$ cat config.mk
export PLATFORM = sky130hd
export DESIGN_NAME = vnacc_norm
export DESIGN_NICKNAME = d
export VERILOG_FILES = /design/src/rtl/core/vnacc_pkg.sv /design/src/rtl/core/vnacc_norm.sv
export SDC_FILE = /design/constraint.sdc
export NUM_CORES = 2
export LEC_CHECK = 0
export ABC_AREA = 0
export BUFFER_PORTS_ARGS = -buffer_cell sky130_fd_sc_hd__buf_2
export CAP_MARGIN = 20
export CORE_MARGIN = 1
export CORE_UTILIZATION = 40
export DETAILED_ROUTE_END_ITERATION = 8
export GPL_TIMING_DRIVEN = 0
export HOLD_SLACK_MARGIN = 0.1
export RECOVER_POWER = 50
export SLEW_MARGIN = 5
export SYNTH_ARGS = -nofsm -noshare
export SYNTH_HDL_FRONTEND = slang
export SYNTH_SLANG_ARGS = --single-unit
$ cat constraint.sdc
create_clock -name clk -period 17.9 [get_ports clk]
set_clock_uncertainty 0.15 [all_clocks]
set_input_delay 1.79 -clock clk [delete_from_list [all_inputs] [get_ports clk]]
set_output_delay 1.79 -clock clk [all_outputs]
set_load 0.1 [all_outputs]
$ cat src/rtl/core/vnacc_pkg.sv
// Package with constants, types and helper functions of the vertex normal accumulator.
`timescale 1ns / 1ps
package vnacc_pkg;

  localparam int MAX_VERTICES = 1024;
  localparam int COORD_BITS   = 16;
  localparam int VIDX_W       = $clog2(MAX_VERTICES);
  localparam int POS_W        = 16;
  localparam int ACC_W        = 48;
  localparam int EDGE_W       = POS_W + 1;
  localparam int PROD_W       = 2 * EDGE_W;
  localparam int CROSS_W      = PROD_W + 1;
  localparam int NRM_W        = 16;

  typedef enum logic [1:0] {
    MODE_LOAD = 2'd0,
    MODE_TRI  = 2'd1,
    MODE_READ = 2'd2,
    MODE_NONE = 2'd3
  } mode_t;

  typedef enum logic [3:0] {
    S_IDLE,
    S_POS,
    S_EDGE,
    S_CROSS,
    S_ACC_RD,
    S_ACC_WR,
    S_READ,
    S_NORM,
    S_WAIT
  } top_state_t;

  typedef enum logic [2:0] {
    N_IDLE,
    N_SCALE,
    N_SQUARE,
    N_ROOT,
    N_DIVI,
    N_DIV,
    N_DONE
  } norm_state_t;

  typedef struct packed {
    logic start;
    logic invalid;
  } norm_req_t;

  typedef struct packed {
    logic done;
    logic degenerate;
  } norm_rsp_t;

  function automatic logic signed [POS_W-1:0] coord_in(input logic signed [POS_W-1:0] v);
    logic signed [31:0] hi;
    logic signed [31:0] lo;
    logic signed [31:0] w;
    hi = (32'sd1 <<< (COORD_BITS - 1)) - 32'sd1;
    lo = -hi - 32'sd1;
    w  = 32'(v);
    if (w > hi) w = hi;
    if (w < lo) w = lo;
    return w[POS_W-1:0];
  endfunction

  function automatic logic signed [ACC_W-1:0] sat_add(input logic signed [ACC_W-1:0] acc,
                                                      input logic signed [CROSS_W-1:0] d);
    logic signed [ACC_W:0] s;
    s = {acc[ACC_W-1], acc} + (ACC_W+1)'(d);
    if (s[ACC_W] != s[ACC_W-1]) begin
      return s[ACC_W] ? {1'b1, {(ACC_W-1){1'b0}}} : {1'b0, {(ACC_W-1){1'b1}}};
    end
    return s[ACC_W-1:0];
  endfunction

endpackage

$ cat src/rtl/core/vnacc_norm.sv
// Iterative normalizer that scales an accumulated normal to unit length in Q1.14.
`timescale 1ns / 1ps
module vnacc_norm
  import vnacc_pkg::*;
(
  input  logic                    clk,
  input  logic                    rst,
  input  norm_req_t               req,
  input  logic signed [ACC_W-1:0] sum_x,
  input  logic signed [ACC_W-1:0] sum_y,
  input  logic signed [ACC_W-1:0] sum_z,
  output norm_rsp_t               rsp,
  output logic signed [NRM_W-1:0] normal_x,
  output logic signed [NRM_W-1:0] normal_y,
  output logic signed [NRM_W-1:0] normal_z
);

  norm_state_t state, state_next;

  logic [ACC_W-1:0] mag [3];
  logic [2:0]       neg;
  logic [ACC_W-1:0] m;
  logic [59:0]      sq;
  logic [63:0]      len2;
  logic [63:0]      x;
  logic [63:0]      res;
  logic [63:0]      bitv;
  logic [31:0]      r;
  logic [30:0]      rem;
  logic [14:0]      nlow;
  logic [14:0]      q;
  logic [4:0]       cnt;
  logic [1:0]       comp;
  logic             deg;
  logic signed [NRM_W-1:0] nrm [3];

  logic [63:0] root_t;
  logic        root_ge;
  logic [44:0] div_n;
  logic [31:0] div_sh;
  logic        div_ge;
  logic [14:0] q_nx;
  logic        zero_in;

  assign zero_in = (sum_x == '0) && (sum_y == '0) && (sum_z == '0);

  always_comb begin
    m = mag[0];
    if (mag[1] > m) m = mag[1];
    if (mag[2] > m) m = mag[2];
  end

  assign root_t  = res + bitv;
  assign root_ge = x >= root_t;
  assign div_n   = {mag[comp][29:0], 14'd0} + 45'(r >> 1);
  assign div_sh  = {rem, nlow[14]};
  assign div_ge  = div_sh >= r;
  assign q_nx    = {q[13:0], div_ge};

  always_comb begin
    state_next = state;
    unique case (state)
      N_IDLE:   if (req.start) state_next = (req.invalid || zero_in) ? N_DONE : N_SCALE;
      N_SCALE:  if (m < (48'd1 << 30) && m >= (48'd1 << 29)) state_next = N_SQUARE;
      N_SQUARE: if (cnt == 5'd3) state_next = N_ROOT;
      N_ROOT:   if (cnt == 5'd31) state_next = N_DIVI;
      N_DIVI:   state_next = N_DIV;
      N_DIV:    if (cnt == 5'd14) state_next = (comp == 2'd2) ? N_DONE : N_DIVI;
      N_DONE:   state_next = N_IDLE;
      default:  state_next = N_IDLE;
    endcase
  end

  always_comb begin
    rsp.done       = state == N_DONE;
    rsp.degenerate = deg;
    normal_x       = nrm[0];
    normal_y       = nrm[1];
    normal_z       = nrm[2];
  end

  always_ff @(posedge clk) begin
    if (rst) begin
      state <= N_IDLE;
    end else begin
      state <= state_next;
    end
  end

  always_ff @(posedge clk) begin
    case (state)
      N_IDLE: begin
        neg    <= {sum_z[ACC_W-1], sum_y[ACC_W-1], sum_x[ACC_W-1]};
        mag[0] <= sum_x[ACC_W-1] ? ACC_W'(-sum_x) : ACC_W'(sum_x);
        mag[1] <= sum_y[ACC_W-1] ? ACC_W'(-sum_y) : ACC_W'(sum_y);
        mag[2] <= sum_z[ACC_W-1] ? ACC_W'(-sum_z) : ACC_W'(sum_z);
        deg    <= req.invalid || zero_in;
        cnt    <= '0;
        len2   <= '0;
        for (int i = 0; i < 3; i++) nrm[i] <= '0;
      end
      N_SCALE: begin
        if (m >= (48'd1 << 30)) begin
          for (int i = 0; i < 3; i++) mag[i] <= mag[i] >> 1;
        end else if (m < (48'd1 << 29)) begin
          for (int i = 0; i < 3; i++) mag[i] <= mag[i] << 1;
        end
      end
      N_SQUARE: begin
        if (cnt != 5'd3) sq <= mag[cnt[1:0]][29:0] * mag[cnt[1:0]][29:0];
        if (cnt != 5'd0) len2 <= len2 + 64'(sq);
        if (cnt == 5'd3) begin
          cnt  <= '0;
          x    <= len2 + 64'(sq);
          res  <= '0;
          bitv <= 64'd1 << 62;
        end else begin
          cnt <= cnt + 5'd1;
        end
      end
      N_ROOT: begin
        if (root_ge) begin
          x   <= x - root_t;
          res <= (res >> 1) + bitv;
        end else begin
          res <= res >> 1;
        end
        bitv <= bitv >> 2;
        cnt  <= cnt + 5'd1;
        if (cnt == 5'd31) begin
          r    <= 32'(root_ge ? ((res >> 1) + bitv) : (res >> 1));
          comp <= '0;
        end
      end
      N_DIVI: begin
        rem  <= 31'(div_n[44:15]);
        nlow <= div_n[14:0];
        q    <= '0;
        cnt  <= '0;
      end
      N_DIV: begin
        rem  <= div_ge ? 31'(div_sh - r) : div_sh[30:0];
        nlow <= nlow << 1;
        q    <= q_nx;
        cnt  <= cnt + 5'd1;
        if (cnt == 5'd14) begin
          nrm[comp] <= neg[comp] ? -NRM_W'(q_nx) : NRM_W'(q_nx);
          comp      <= comp + 2'd1;
        end
      end
      default: begin
      end
    endcase
  end

endmodule

# Word level (Yosys, flattened, before mapping)
# Memories as Yosys holds them, arrays and structs flattened. A register that Yosys moved wholly into a read port is not among the register bits.
# Cells that the tools add are included.
# op_classes
magnitude_cmp,9
bitwise,6
addsub,12
n_reduce_logical,24
n_mux,58
n_mul,1
eq_ne,18
# op_table
operator,count
$mux 48,11
$pmux 64 s2,4
$mux 64,6
$logic_not 48->1,3
$neg 48->48,3
$gt 48x48->1,2
$add 63x64->64,1
$add 64x60->64,1
$add 64x64->64,1
$ge 64x64->1,1
$sub 64x64->64,1
$pmux 31 s2,1
$mul 30x30->60,1
$ge 48x30->1 const B,1
$ge 48x31->1 const B,1
$lt 48x30->1 const B,1
$lt 48x31->1 const B,1
$add 44x31->45,1
$ge 32x32->1,1
$mux 16,2
$mux 31,1
$sub 31x31->31,1
$pmux 15 s2,1
$pmux 14 s2,1
other kinds (33),80
# word_totals
in_bits,148
out_inout_bits,50
reg_bits,422
ramBits,192
n_memories,2
# memory_table
memory,words,word_bits,rd,rd_clocked_by_memory_dff,write_ports,line_no,rtl
mag,3,48,5,2,3,vnacc_norm.sv:20,logic [ACC_W-1:0] mag [3];
nrm,3,16,3,0,3,vnacc_norm.sv:35,logic signed [NRM_W-1:0] nrm [3];

# Depth between registers and ports, before layout
# An unclocked memory read counts as a cell.
# depth
word_depth,11
depth_mapped,34
depth_no_buf,30

# Worst setup path after synthesis
# OpenSTA, ideal clock, no wires.
# synth_timing
path_type,register to register
from,register cnt[2]
to,register x[0] (enable)
required_ns,17.167
n_path_buf,0
stages_incl_launch_ff,5
path_slack_ns,4.324
synth_period_minus_slack_ns,13.576
arrival_ns,12.843
cell_sequence,edfxtp_1 -> nor3_1 -> nand2_1 -> a21boi_0 -> a21boi_0
# synth_via
elab_chain_cells,3
# synth_lines
item,line_no,rtl
"start, declared",vnacc_norm.sv:32,logic [4:0] cnt;
"start signal, assigned",vnacc_norm.sv:118,cnt <= cnt + 5'd1;
"start signal, assigned",vnacc_norm.sv:129,cnt <= cnt + 5'd1;
"start signal, assigned",vnacc_norm.sv:145,cnt <= cnt + 5'd1;
$eq 5x2->1,vnacc_norm.sv:112,if (cnt == 5'd3) begin
$ne 2x2->1 (no source line),n/a,
$reduce_and 3->1 (no source line),n/a,
"end signal, assigned",vnacc_norm.sv:114,x <= len2 + 64'(sq);
"end signal, assigned",vnacc_norm.sv:123,x <= x - root_t;
"end, declared",vnacc_norm.sv:25,logic [63:0] x;
# No other way between the ends.
# A chain may end at the register's enable or synchronous reset.

==> qor.csv <==
stage,metric,value,unit
synth,ys.flop_type,edfxtp_1,
worst_setup_path,path_class,flop to flop,
worst_setup_path,start_kind,flop,
sta,hold_viol,0,
clocking,clock_tree.root_cell,clkbuf_16,
place,place.gp.congestion,0.999,
sta,drv_slew,211,
global_route,gr-total-overflow,0,
clocking,clock_path_buffers,3,
sta,finalSetupViolCount,0,
sta,rsz0062_at_grt,no,
outcome,outcome,finished with violations,
synth,ys_async_sr_fraction,0,%
floorplanning,start_util,40.4,%
worst_setup_path,cp_max_fo,10,
floorplanning,num_rows,154,
detailed_routing,viasPerCell,5.77,
detailed_routing,postRouteAntennaNets,0,
floorplanning,dieHeight,424,um
flow_run,cap_violations,6,
detailed_routing,avgRoutedWirePerCell,23.5,um
detailed_routing,drt-pass1-iter-count,9,
detailed_routing,drc,4,
floorplanning,fp.coreArea,0.177,mm^2
clocking,htreeDepth,3,
global_route,grt_max_degree,62,
synth,synth_edf_count,578,
floorplanning,dieArea,0.180,mm^2
clocking,holdBufCountCts,0,
clocking,cts_setup_buffers,0,
synth,yosys.area.top_type,edfxtp_1,
worst_setup_path,rrSetupSlack,4.76,ns
clocking,tritoncts,built,
min_path,min_path_type,flop to flop,
place,hpwl,202000,um
finish,regArea,0.0175,mm^2
clocking,clock_sinks,585,
finish,multi_input_area,0.0487,mm^2
synth,ys_ff_latch,585,
global_route,grt_pass1_wl,369000,um
clocking,cts_repair_resize_count,0,
worst_setup_path,slowest_stage,clkinv_1,
sta,max_freq,76.1,MHz
synth,yosysWarnings,0,
finish,most-common-layout-cells,"986 x inv_1, 703 x fa_1, 680 x nand2_1, 592 x ha_1, 580 x nor2_1",
worst_setup_path,crit_path_max_incr_delay,0.89,ns
synth,syn-num-nets,9271,
worst_setup_path,cp_num_buf_inv,7,
sta,relSlewSlack,-117,%
detailed_routing,vias,60753,
worst_setup_path,critical-path-top-delay-family,adder cells,
synth,synth.area.top_cells,"edfxtp_1 24%, fa_1 20%, ha_1 10%",
clocking,clk-insertion-delay-late,0.69,ns
synth,synth_top_area_share,24.3,%
worst_setup_path,cp_data_required_time,18.14,ns
global_route,grt_antenna_before_repair,7,
worst_setup_path,cp_data_arrival_time,13.39,ns
synth,seq_area_frac_synth,24.5,%
floorplanning,num_io_pins,198,
clocking,path_clk_slew,0.06,ns
worst_setup_path,worstRegToRegCells,29,
outcome,violations,"DRC, capacitance limit, slew limit",
global_route,grtUsageTotal,26.9,%
detailed_routing,totalWireLength,247000,um
worst_setup_path,cp.depth,29,
finish,drive_gt1_share,4.25,%
synth,ys_types,89,
place,dpl_cell_area,0.0757,mm^2
finish,final_area,0.0780,mm^2
floorplanning,die_x,424,um
worst_setup_path,end_kind,flop,
finish,nets,9572,
synth,syn_inst,7828,
min_path,hold_depth,2,
finish,syn_to_final_growth,9.38,%
place,io_buffers,197,
sta,min_period,13.14,ns
synth,synth.avg_cell_area,9.11,um^2
finish,fillers,17264,
detailed_routing,drt-initial-drc-count,6572,
finish,layout.cells.most_common,inv_1,
sta,timing.final.crit_share,73.4,%
global_route,grt_pass1_vias,59600,
clocking,cts_buffers,74,
synth,netlist_area,0.0713,mm^2
worst_setup_path,cpMostUsedCell,fa_1,
sta,worst_pin_slew,3.23,ns
==> sequential cells by signal (all words and copies together) (netlist names), 5 cells and up, named ones only <==
signal	count
q	14
bitv	32
cnt	5
len2	64
mag	144
res	64
nrm	48
sq	59
rem	31
x	64
r	32
nlow	15
==> worst paths after layout <==
kind	endpoint	start
max	sq[54]	flop
min	nlow[12]	nlow[11]
max reg2reg	sq[54]	flop
min reg2reg	nlow[12]	nlow[11]
==> per-layer routing <==
metal	wire length, um	vias up	share of wire, %	GRT usage, %
met1	109000	29928	44	38.6
met3	23400	402	9.5	5.51
li1	-	27800	-	-
met5	21	-	0.0085	0
met4	8410	4	3.4	8.53
met2	106000	2619	43	40.5
==> cell type report <==
cell class	count	share of cell area, %
multi-input combinational	5888	62.5
sequential	585	22.4
inverter	994	4.78
tap	2340	3.75
clock buffer	85	2.51
buffer	361	1.75
timing repair buffer	225	1.56
clock inverter	47	0.704
antenna	2	0.00642
==> cell usage after synthesis (23+ instances only) <==
library cell,n
inv_1,985
fa_1,703
nand2_1,680
ha_1,592
nor2_1,580
edfxtp_1,578
a21oi_1,486
o21ai_0,464
clkbuf_1,319
xnor2_1,313
o31ai_1,212
nor3_1,205
a21o_1,175
mux2i_1,152
xor2_1,145
a31oi_1,109
and3_1,91
nand3_1,90
nand4_1,81
o21a_1,68
a211oi_1,65
and2_1,64
or3_1,62
o21bai_1,61
nor2b_1,40
nor4_1,39
buf_1,37
nand2b_1,37
o21ai_1,35
or4_1,29
o211ai_1,24
a21boi_0,23
==> kinds of logic after synthesis <==
family / share of synthesized area (%)
multiplexers: 2.42
flip-flops: 24.5
buffers and inverters: 7.15
AO/OA/AOI/OAI: 16.6
AND/OR/NAND/NOR: 13.5
adder cells (fa/ha/maj): 30.1
XOR/XNOR: 5.63
==> tightest hold or removal path, cell delays in order (launching register included) <==
cell and delay [ns]:
edfxtp_1 0.32, nand2_1 0.04, o21ai_0 0.06
==> stage by stage <==
step	hold slack [ns]	setup WS, ns	util, %	setup TNS (ns)	instances
2_1_floorplan	0.334	4.32	-	0	7828
3_3_place_gp	0.348	-2.71	42.6	-172.68	10365
3_5_place_dp	0.358	4.90	42.9	0	10391
4_1_cts	0.378	4.88	44.3	0	10523
5_1_grt	0.403	4.44	44.1	0	10526
6_report	0.373	4.76	44.1	0	10527
Power is not shown: default switching activity piles up to over one toggle a cycle in this logic, so the estimate is an artifact.
